**config.mk**
```make
export PLATFORM = sky130hd
export DESIGN_NAME = mp3_frame_scanner_core
export DESIGN_NICKNAME = d
export VERILOG_FILES = /design/src/rtl/core/msc_pkg.sv /design/src/rtl/core/mp3_frame_scanner_core.sv /design/src/rtl/core/msc_ctrl.sv /design/src/rtl/core/msc_datapath.sv
export SDC_FILE = /design/constraint.sdc
export NUM_CORES = 1
export LEC_CHECK = 0
export CAP_MARGIN = 20
export CORE_ASPECT_RATIO = 0.5
export CORE_UTILIZATION = 58
export DETAILED_ROUTE_END_ITERATION = 16
export DONT_BUFFER_PORTS = 1
export HOLD_SLACK_MARGIN = 0.08
export PLACE_DENSITY = 0.76
export SLEW_MARGIN = 5
export SYNTH_ARGS = -nofsm -noshare
export SYNTH_HDL_FRONTEND = slang
export SYNTH_SLANG_ARGS = --single-unit
```
**constraint.sdc**
```tcl
create_clock -name clk -period 4.3 [get_ports clk]
set_clock_uncertainty 0.1 [all_clocks]
set_input_delay 0.215 -clock clk [delete_from_list [all_inputs] [get_ports clk]]
set_output_delay 0.215 -clock clk [all_outputs]
set_load 0.005 [all_outputs]
```
**src/rtl/core/msc_pkg.sv**
```systemverilog
// Shared types, codes and the frame length table of the MP3 frame scanner.
// Used by the controller, the datapath, the top level and the checker.
package msc_pkg;

  localparam int OFFSET_BITS = 32;

  // result status codes
  localparam logic [1:0] STAT_FRAME   = 2'd0;
  localparam logic [1:0] STAT_INVALID = 2'd1;
  localparam logic [1:0] STAT_EOF     = 2'd2;

  localparam logic [23:0] MARK_ID3V1 = 24'h544147;  // "TAG"
  localparam logic [23:0] MARK_ID3V2 = 24'h494433;  // "ID3"
  localparam logic [27:0] ID3V1_REST = 28'd125;
  localparam logic [3:0]  ID3V2_HDR_BYTES = 4'd10;
  localparam logic [3:0]  ID3V2_SIZE_START = 4'd7;

  typedef enum logic [1:0] {
    MODE_BOUNDARY,
    MODE_ID3,
    MODE_SKIP,
    MODE_STOPPED
  } msc_mode_t;

  typedef enum logic [1:0] {
    ST_SCAN,
    ST_RES,
    ST_RES_THEN_EOF
  } msc_state_t;

  // controller -> datapath
  typedef struct packed {
    logic step;      // consume the input byte
    logic load_eof;  // turn the held result into the end-of-file result
  } msc_cmd_t;

  // datapath -> controller, valid alongside the presented byte
  typedef struct packed {
    logic res_any;   // this byte yields at least one result
    logic eof_next;  // an end-of-file result follows the first one
  } msc_sts_t;

  function automatic logic [15:0] rate_hz(input logic [1:0] fi);
    logic [15:0] r;
    unique case (fi)
      2'd0:    r = 16'd44100;
      2'd1:    r = 16'd48000;
      default: r = 16'd32000;
    endcase
    return r;
  endfunction

  // floor(144 * kbps * 1000 / rate), padding excluded
  function automatic logic [10:0] frame_len(input logic [3:0] br, input logic [1:0] fi);
    logic [10:0] l44, l48, l32;
    unique case (br)
      4'd1:    begin l44 = 11'd104;  l48 = 11'd96;  l32 = 11'd144;  end
      4'd2:    begin l44 = 11'd130;  l48 = 11'd120; l32 = 11'd180;  end
      4'd3:    begin l44 = 11'd156;  l48 = 11'd144; l32 = 11'd216;  end
      4'd4:    begin l44 = 11'd182;  l48 = 11'd168; l32 = 11'd252;  end
      4'd5:    begin l44 = 11'd208;  l48 = 11'd192; l32 = 11'd288;  end
      4'd6:    begin l44 = 11'd261;  l48 = 11'd240; l32 = 11'd360;  end
      4'd7:    begin l44 = 11'd313;  l48 = 11'd288; l32 = 11'd432;  end
      4'd8:    begin l44 = 11'd365;  l48 = 11'd336; l32 = 11'd504;  end
      4'd9:    begin l44 = 11'd417;  l48 = 11'd384; l32 = 11'd576;  end
      4'd10:   begin l44 = 11'd522;  l48 = 11'd480; l32 = 11'd720;  end
      4'd11:   begin l44 = 11'd626;  l48 = 11'd576; l32 = 11'd864;  end
      4'd12:   begin l44 = 11'd731;  l48 = 11'd672; l32 = 11'd1008; end
      4'd13:   begin l44 = 11'd835;  l48 = 11'd768; l32 = 11'd1152; end
      4'd14:   begin l44 = 11'd1044; l48 = 11'd960; l32 = 11'd1440; end
      default: begin l44 = 11'd0;    l48 = 11'd0;   l32 = 11'd0;    end
    endcase
    unique case (fi)
      2'd0:    return l44;
      2'd1:    return l48;
      default: return l32;
    endcase
  endfunction

endpackage

```
**src/rtl/core/mp3_frame_scanner_core.sv**
```systemverilog
// MP3 frame scanner: takes a file one byte per transaction, skips ID3v1/ID3v2
// tags at frame boundaries, checks each MPEG-1 Layer III header and reports
// every frame with its offset, length, rate and channel count. Bytes that
// yield no result are accepted back to back, so the scanner streams one byte
// per clock through tags, headers and frame bodies. A byte that yields a
// result keeps in_ready low from its transaction until the result transaction
// completes, or until the second one completes when a frame header ends on
// the last byte of a file and two results follow; out_ready low prolongs this.
// Frame lengths come from a constant table indexed by bitrate and rate codes.
// Depends on msc_pkg, msc_ctrl and msc_datapath.
module mp3_frame_scanner_core
  import msc_pkg::*;
(
  input  logic        clk,
  input  logic        rst_n,
  input  logic        in_valid,
  output logic        in_ready,
  input  logic [7:0]  in_data_byte,
  input  logic        in_end_of_file,
  output logic        out_valid,
  input  logic        out_ready,
  output logic [1:0]  out_status,
  output logic [31:0] out_frame_offset,
  output logic [10:0] out_frame_length,
  output logic [31:0] out_header_word,
  output logic [15:0] out_sample_rate,
  output logic [1:0]  out_channel_count,
  output logic        out_first_frame,
  output logic [31:0] out_frames_seen,
  output logic        out_last
);

  msc_cmd_t cmd;
  msc_sts_t sts;

  msc_ctrl u_ctrl (
    .clk       (clk),
    .rst_n     (rst_n),
    .in_valid  (in_valid),
    .in_ready  (in_ready),
    .out_valid (out_valid),
    .out_ready (out_ready),
    .sts       (sts),
    .cmd       (cmd)
  );

  msc_datapath u_dp (
    .clk               (clk),
    .rst_n             (rst_n),
    .cmd               (cmd),
    .sts               (sts),
    .in_data_byte      (in_data_byte),
    .in_end_of_file    (in_end_of_file),
    .out_status        (out_status),
    .out_frame_offset  (out_frame_offset),
    .out_frame_length  (out_frame_length),
    .out_header_word   (out_header_word),
    .out_sample_rate   (out_sample_rate),
    .out_channel_count (out_channel_count),
    .out_first_frame   (out_first_frame),
    .out_frames_seen   (out_frames_seen),
    .out_last          (out_last)
  );

endmodule

```
**src/rtl/core/msc_ctrl.sv**
```systemverilog
// Handshake controller of the MP3 frame scanner.
// Depends on msc_pkg; drives msc_datapath through msc_cmd_t.
module msc_ctrl
  import msc_pkg::*;
(
  input  logic       clk,
  input  logic       rst_n,
  input  logic       in_valid,
  output logic       in_ready,
  output logic       out_valid,
  input  logic       out_ready,
  input  msc_sts_t   sts,
  output msc_cmd_t   cmd
);

  msc_state_t state_r, state_nxt;

  always_ff @(posedge clk) begin
    if (!rst_n) begin
      state_r <= ST_SCAN;
    end else begin
      state_r <= state_nxt;
    end
  end

  always_comb begin
    state_nxt    = state_r;
    in_ready     = 1'b0;
    out_valid    = 1'b0;
    cmd.step     = 1'b0;
    cmd.load_eof = 1'b0;
    unique case (state_r)
      ST_SCAN: begin
        in_ready = 1'b1;
        if (in_valid) begin
          cmd.step = 1'b1;
          if (sts.res_any) begin
            state_nxt = sts.eof_next ? ST_RES_THEN_EOF : ST_RES;
          end
        end
      end
      ST_RES: begin
        out_valid = 1'b1;
        if (out_ready) begin
          state_nxt = ST_SCAN;
        end
      end
      ST_RES_THEN_EOF: begin
        out_valid = 1'b1;
        if (out_ready) begin
          cmd.load_eof = 1'b1;
          state_nxt    = ST_RES;
        end
      end
      default: state_nxt = ST_SCAN;
    endcase
  end

endmodule

```
**src/rtl/core/msc_datapath.sv**
```systemverilog
// Scan state, header decode and result register of the MP3 frame scanner.
// Depends on msc_pkg; commanded by msc_ctrl.
module msc_datapath
  import msc_pkg::*;
(
  input  logic         clk,
  input  logic         rst_n,
  input  msc_cmd_t     cmd,
  output msc_sts_t     sts,
  input  logic [7:0]   in_data_byte,
  input  logic         in_end_of_file,
  output logic [1:0]   out_status,
  output logic [31:0]  out_frame_offset,
  output logic [10:0]  out_frame_length,
  output logic [31:0]  out_header_word,
  output logic [15:0]  out_sample_rate,
  output logic [1:0]   out_channel_count,
  output logic         out_first_frame,
  output logic [31:0]  out_frames_seen,
  output logic         out_last
);

  msc_mode_t              mode_r, mode_nxt;
  logic [27:0]            skip_r, skip_nxt;
  logic [31:0]            hdr_r, hdr_nxt;
  logic [3:0]             bbs_r, bbs_nxt;
  logic [27:0]            tacc_r, tacc_nxt;
  logic [OFFSET_BITS-1:0] off_r, off_nxt;
  logic [31:0]            fcnt_r, fcnt_nxt;
  logic                   tchk_r, tchk_nxt;

  // first result of the byte
  logic [1:0]  r_status;
  logic [31:0] r_offset;
  logic [10:0] r_length;
  logic [31:0] r_header;
  logic [15:0] r_rate;
  logic [1:0]  r_chan;
  logic        r_first;
  logic        r_last;

  logic [31:0]            hsh;
  logic [3:0]             bbs_inc;
  logic                   hdr_ok;
  logic [3:0]             br;
  logic [1:0]             fi;
  logic [10:0]            flen;
  logic [OFFSET_BITS-1:0] start;
  logic                   found, stopped_now;

  always_comb begin
    mode_nxt    = mode_r;
    skip_nxt    = skip_r;
    hdr_nxt     = hdr_r;
    bbs_nxt     = bbs_r;
    tacc_nxt    = tacc_r;
    off_nxt     = off_r + OFFSET_BITS'(1);
    fcnt_nxt    = fcnt_r;
    tchk_nxt    = tchk_r;
    found       = 1'b0;
    stopped_now = 1'b0;

    hsh     = {hdr_r[23:0], in_data_byte};
    bbs_inc = bbs_r + 4'd1;
    br      = hsh[15:12];
    fi      = hsh[11:10];
    hdr_ok  = (hsh[31:21] == 11'h7FF) && (hsh[20:19] == 2'd3) && (hsh[18:17] == 2'd1)
              && (br != 4'd0) && (br != 4'd15) && (fi != 2'd3);
    flen    = frame_len(br, fi) + {10'd0, hsh[9]};
    start   = off_r - OFFSET_BITS'(3);

    unique case (mode_r)
      MODE_BOUNDARY: begin
        hdr_nxt = hsh;
        bbs_nxt = bbs_inc;
        if (!tchk_r && bbs_inc == 4'd3) begin
          if (hsh[23:0] == MARK_ID3V1) begin
            skip_nxt = ID3V1_REST;
            tchk_nxt = 1'b1;
            bbs_nxt  = 4'd0;
            hdr_nxt  = 32'd0;
            mode_nxt = MODE_SKIP;
          end else if (hsh[23:0] == MARK_ID3V2) begin
            tacc_nxt = 28'd0;
            mode_nxt = MODE_ID3;
          end
        end else if (bbs_inc >= 4'd4) begin
          bbs_nxt = 4'd0;
          hdr_nxt = 32'd0;
          if (hdr_ok) begin
            found    = 1'b1;
            if (fcnt_r != '1) begin
              fcnt_nxt = fcnt_r + 32'd1;
            end
            skip_nxt = 28'(flen) - 28'd4;
            tchk_nxt = 1'b0;
            mode_nxt = MODE_SKIP;
          end else begin
            stopped_now = 1'b1;
            mode_nxt    = MODE_STOPPED;
          end
        end
      end
      MODE_ID3: begin
        bbs_nxt = bbs_inc;
        if (bbs_inc >= ID3V2_SIZE_START) begin
          tacc_nxt = {tacc_r[20:0], in_data_byte[6:0]};
        end
        if (bbs_inc >= ID3V2_HDR_BYTES) begin
          skip_nxt = tacc_nxt;
          tchk_nxt = 1'b1;
          bbs_nxt  = 4'd0;
          hdr_nxt  = 32'd0;
          mode_nxt = (tacc_nxt == 28'd0) ? MODE_BOUNDARY : MODE_SKIP;
        end
      end
      MODE_SKIP: begin
        if (skip_r != 28'd0) begin
          skip_nxt = skip_r - 28'd1;
        end
        if (skip_nxt == 28'd0) begin
          bbs_nxt  = 4'd0;
          hdr_nxt  = 32'd0;
          mode_nxt = MODE_BOUNDARY;
        end
      end
      MODE_STOPPED: begin
        off_nxt = off_r;
      end
      default: mode_nxt = MODE_BOUNDARY;
    endcase

    // first result: frame, rejected header, or end of file
    r_status = STAT_EOF;
    r_offset = 32'd0;
    r_length = 11'd0;
    r_header = 32'd0;
    r_rate   = 16'd0;
    r_chan   = 2'd0;
    r_first  = 1'b0;
    r_last   = 1'b1;
    if (found) begin
      r_status = STAT_FRAME;
      r_offset = 32'(start);
      r_length = flen;
      r_header = hsh;
      r_rate   = rate_hz(fi);
      r_chan   = (hsh[7:6] == 2'd3) ? 2'd1 : 2'd2;
      r_first  = (fcnt_r == 32'd0);
      r_last   = 1'b0;
    end else if (stopped_now) begin
      r_status = STAT_INVALID;
      r_offset = 32'(start);
      r_header = hsh;
    end

    sts.res_any  = found || stopped_now || (in_end_of_file && mode_r != MODE_STOPPED);
    sts.eof_next = found && in_end_of_file;

    if (in_end_of_file) begin
      mode_nxt = MODE_BOUNDARY;
      skip_nxt = 28'd0;
      hdr_nxt  = 32'd0;
      bbs_nxt  = 4'd0;
      tacc_nxt = 28'd0;
      off_nxt  = '0;
      fcnt_nxt = 32'd0;
      tchk_nxt = 1'b0;
    end
  end

  always_ff @(posedge clk) begin
    if (!rst_n) begin
      mode_r <= MODE_BOUNDARY;
      skip_r <= 28'd0;
      hdr_r  <= 32'd0;
      bbs_r  <= 4'd0;
      tacc_r <= 28'd0;
      off_r  <= '0;
      fcnt_r <= 32'd0;
      tchk_r <= 1'b0;
    end else if (cmd.step) begin
      mode_r <= mode_nxt;
      skip_r <= skip_nxt;
      hdr_r  <= hdr_nxt;
      bbs_r  <= bbs_nxt;
      tacc_r <= tacc_nxt;
      off_r  <= off_nxt;
      fcnt_r <= fcnt_nxt;
      tchk_r <= tchk_nxt;
    end
  end

  // result register; frames_seen is shared by a frame and its trailing eof result
  always_ff @(posedge clk) begin
    if (cmd.step && sts.res_any) begin
      out_status        <= r_status;
      out_frame_offset  <= r_offset;
      out_frame_length  <= r_length;
      out_header_word   <= r_header;
      out_sample_rate   <= r_rate;
      out_channel_count <= r_chan;
      out_first_frame   <= r_first;
      out_frames_seen   <= found ? ((fcnt_r != '1) ? fcnt_r + 32'd1 : fcnt_r) : fcnt_r;
      out_last          <= r_last;
    end else if (cmd.load_eof) begin
      out_status        <= STAT_EOF;
      out_frame_offset  <= 32'd0;
      out_frame_length  <= 11'd0;
      out_header_word   <= 32'd0;
      out_sample_rate   <= 16'd0;
      out_channel_count <= 2'd0;
      out_first_frame   <= 1'b0;
      out_last          <= 1'b1;
    end
  end

endmodule

```
Word level (Yosys, flattened, before mapping). Memory sizes are Yosys's and may differ from the RTL's. A register that Yosys moved wholly into a read port is not among the register bits. Cells that the tools add are included.

Register bits: 282. ROM bits: 432. Input bits: 13. Output and inout port bits: 131. Logic and storage cells: 204. Memories kept: 1.

Add/subtract/negate cells: 7. Order comparisons: 3. Equal/unequal tests: 32. Multiplexer cells: 107. Reductions and logical operators: 36.

Memories: (name not given) (words 16, bits a word 27, rd ports 1, clocked after Yosys merged registers in 1, write ports 0, line msc_pkg.sv:56) `unique case (br)`.

Operator list (number): 32-bit 2-to-1 mux (16); 28-bit 2-to-1 mux (14); 24-bit 2-to-1 mux (6); 28-bit case mux with 3 select lines (1); 24-bit case mux with 3 select lines (1); 32-bit by 1-bit adder with 32-bit output, second input constant (2); 28-bit zero test (2); 28-bit case mux with 2 select lines (1); 24-bit by 23-bit equality test with 1-bit output, second input constant (2); 16-bit 2-to-1 mux (3); 2-bit 2-to-1 mux (21); 11-bit 2-to-1 mux (3); 32-bit zero test (1); 4-bit 2-to-1 mux (8); 32-bit != test, second input constant (1); 16-bit case mux with 2 select lines (1); 32-bit by 2-bit subtractor with 32-bit output, second input constant (1); 28-bit nonzero test (1); 28-bit by 1-bit subtractor with 28-bit output, second input constant (1); 1-bit 2-to-1 mux (27); 11-bit case mux with 2 select lines (1); 6-bit AND reduction (3); 2-bit != test, second input constant (7); 3-bit by 2-bit != test with 1-bit output, second input constant (4); other kinds (29) (57).

Depth between registers and ports, before layout.
Depth after elaboration: 15. Mapped depth: 20. Depth with buffers taken out: 16.

Modules after synthesis. Synthesis repeated with hierarchy kept, for this count alone.

Cells, all modules: 1728. Area, all modules: 15595.0 µm².

By module, submodules not included: msc_datapath (times used 1, cells each 1702, area an instance 15369.7 µm², seq. area each 7146.9 µm²); msc_ctrl (times used 1, cells each 26, area an instance 225.2 µm², seq. area each 40.0 µm²).

Worst setup path after synthesis. OpenSTA, ideal clock, no wires.

Path type: register to register. From: register u_dp.skip_r[11]. To: register with a tool-made name. Library setup time: 120 ps. Arrival time: 4500 ps. Required time: 4080 ps. Slack: -421 ps. Stages on the path, launching flop included: 20. Path buffers: 5. Period minus slack after synthesis: 4721 ps. Cell sequence: dfxtp_1 > buf_6 > or4_1 > buf_2 > or4b_1 > buf_2 > or4_4 > or4b_4 > a21oi_2 > nand4_2 > nand2_4 > buf_6 > buf_2 > mux2i_1 > nor2_1 > inv_1 > ha_1 > inv_1 > mux2i_1 > o2bb2ai_1.

RTL lines: start: declaration (line msc_datapath.sv:24) `logic [27:0] skip_r, skip_nxt;`; start signal: assignment (line msc_datapath.sv:184) `skip_r <= skip_nxt;`.

==> flow_metrics.tcl <==
set metrics [dict create \
    status "finished clean" \
    fin_nets 1806 \
    ys_async_sr_fraction 0 \
    cts_tree "done" \
    cts-root-buf "clkbuf_16" \
    overflow 0 \
    synth_edf_count 120 \
    ys_types 88 \
    syn_avg_cell_area_um2 8.92 \
    synth_ff_type "dfxtp_1" \
    synth-seq-cells 299 \
    comb_power_share 0.221 \
    clk_pin_slew_ns 0.07 \
    n_fill_cell 2136 \
    rsz0062_at_grt "no" \
    drv_cap 0 \
    path_max_fanout 6 \
    clkSinkCount 299 \
    antenna_cells 0 \
    p_clk_frac 0.358 \
    grt_use_total 0.325 \
    grt_pass1_vias 12600 \
    p_switching_mw 2.25 \
    worstSetupPathType "reg -> reg" \
    synth_cells 1776 \
    core_area_um2 26600 \
    post_route_cells_drive_above_1_share 0.116 \
    placed_cell_area_um2 16300 \
    worstSetupEndpointType "flip-flop" \
    period_minus_slack_ns 4.17 \
    synth-seq-area-share 0.454 \
    p_per_area_nw_per_um2 427 \
    yosys_warnings 0 \
    fmax_mhz 240 \
    cp-start-kind "flip-flop" \
    pwr-share-seq 0.421 \
    routabilityCongestion 0.979 \
    multiInputGateArea_um2 8010 \
    clk-insertion-delay-late_ns 0.57 \
    timing.final.crit_share 0.970 \
    cp.required_ns 4.65 \
    dr.pass1.iters 5 \
    initial_utilization 0.594 \
    dp_hpwl_mm 31.9 \
    worst_pin_slew_ns 0.900 \
    clock_path_buffers 3 \
    synth_area_um2 15800 \
    cts_max_level 1 \
    numCtsBuffers 27 \
    design_area_um2 17600 \
    dieArea_um2 28000 \
    register_area_um2 7190 \
    ir_drop_mv 0.294 \
    swShare 0.299 \
    crit_arrival_ns 4.52 \
    route.detailed.drc 0 \
    wirelength_mm 46.0 \
    drtAntennaViolNets 0 \
    final_cell_mix "nor2_1 (252), dfxtp_1 (179), nand2_1 (149), edfxtp_1 (120), a21oi_1 (100)" \
    grt_max_degree 68 \
    slew_headroom 0.398 \
    final_common_cell "nor2_1" \
    die_y_um 119 \
    grt_pass1_wl_mm 71.9 \
    fp-row-count 42 \
    wl_per_cell_um 21.5 \
    grt_antenna_before_repair 0 \
    hold_class "in -> reg" \
    internal-power_mw 5.28 \
    hold_viol_final 0 \
    place.port_buffers 0 \
    viasPerCell 6.42 \
    die_w_um 236 \
    syn_to_final_growth_pct 11.2 \
    drt_iter0_drc 1501 \
    vias 13700 \
    final_util 0.661 \
    setup_viol 0 \
    p_leak_nw 6.64 \
    num_io_pins 144 \
    slew_violations 0 \
]
[power groups by stage]
stage	Sequential (mW)	Clock, mW	Combinational [mW]
4_1_cts	3.17	2.72	1.60
3_3_place_gp	3.23	0	1.55
3_5_place_dp	3.23	0	1.56
5_1_grt	3.18	2.83	1.81
6_report	3.17	2.69	1.66
2_1_floorplan	3.19	0	1.13
[synthesized netlist by cell type (all sizes together) (30+ instances only)]
| library cell | instances | area (µm²) |
|---|---|---|
| nor2 | 254 | 953 |
| dfxtp | 179 | 3580 |
| nand2 | 151 | 574 |
| edfxtp | 120 | 3600 |
| clkbuf | 105 | 394 |
| a21oi | 102 | 514 |
| o21ai | 68 | 340 |
| xnor2 | 55 | 482 |
| xor2 | 55 | 482 |
| and3 | 51 | 319 |
| nor3 | 50 | 250 |
| nand3 | 45 | 225 |
| and2 | 42 | 263 |
| inv | 42 | 160 |
| mux2i | 40 | 400 |
| a22oi | 33 | 248 |
| nand4 | 33 | 213 |
| a31oi | 31 | 194 |
| buf | 31 | 200 |
| nor4 | 30 | 188 |
[routing by layer]
layer  part of all wire  vias to the layer above  track usage
met4              0.035                        0        0.120
met1               0.44                     6704        0.457
met2               0.45                      612        0.506
met5                  0                        -            0
met3              0.075                      113       0.0542
li1                   -                     6317            -
[cell type report]
cell class                 count  area share
sequential                   299       0.408
inverter                      45     0.00995
multi-input combinational   1300       0.455
tap                          352      0.0250
clock buffer                  33      0.0420
timing repair buffer          94      0.0462
clock inverter                17      0.0138
[registers in the layout (all words and copies together) (netlist names), 4 cells and up, named ones only]
name and cells:
u_dp.fcnt_r 32, u_dp.off_r 32, u_dp.out_frame_offset 32, u_dp.out_frames_seen 32, u_dp.out_header_word 32, u_dp.skip_r 28
u_dp.tacc_r 28, u_dp.hdr_r 24, u_dp.out_frame_length 11, u_dp.out_sample_rate 7, u_dp.bbs_r 4
[critical path: stages, from the launching register on]
cell,delay (ns)
dfxtp_1,0.31
or4_1,0.55
or4b_4,0.51
or4_4,0.44
or4b_4,0.56
a21oi_2,0.19
nand4_4,0.16
nand2_4,0.17
nor2_1,0.08
o21a_2,0.22
buf_4,0.15
ha_4,0.30
inv_2,0.07
mux2i_2,0.18
a21oi_1,0.09
[cells by family after synthesis]
group,count (synthesis),synth area share
XOR/XNOR,110,0.0608
AO/OA/AOI/OAI,340,0.140
AND/OR/NAND/NOR,758,0.236
flip-flops,299,0.454
multiplexers,61,0.0407
adder cells (fa/ha/maj),26,0.0205
other,1,0.000237
buffers and inverters,181,0.0484
[path summary, 6_finish.rpt]
path | startpoint | endpoint | slack [ns] | cells after the start
max | u_dp.skip_r[10] | flip-flop | 0.13 | 14
min | in_data_byte[6] | flip-flop | 0.11 | 4
max reg2reg | u_dp.skip_r[10] | flip-flop | 0.13 | 14
min reg2reg | u_dp.tacc_r[27] | u_dp.tacc_r[27] | 0.38 | 2
[metrics by stage]
step,total power [mW],setup TNS [ns],cells,hold WS [ns],worst slack (ns)
5_1_grt,7.82,0,2140,0.120,0.00612
3_3_place_gp,4.78,0,2067,0.238,0.127
3_5_place_dp,4.79,0,2067,0.245,0.0872
4_1_cts,7.49,0,2131,0.0909,0.0705
6_report,7.53,0,2140,0.113,0.131
2_1_floorplan,4.31,-1.53,1780,0.263,-0.127
[what timing repair did]
item | in CTS | in global routing
hold buffers | 14 | 0
endpoints found under the setup margin | 0 | 21
endpoints found under the hold margin | 73 | 0
gates resized for setup | 0 | 10
setup buffers | 0 | 6
Note: power is estimated with default switching activity, not from simulation.
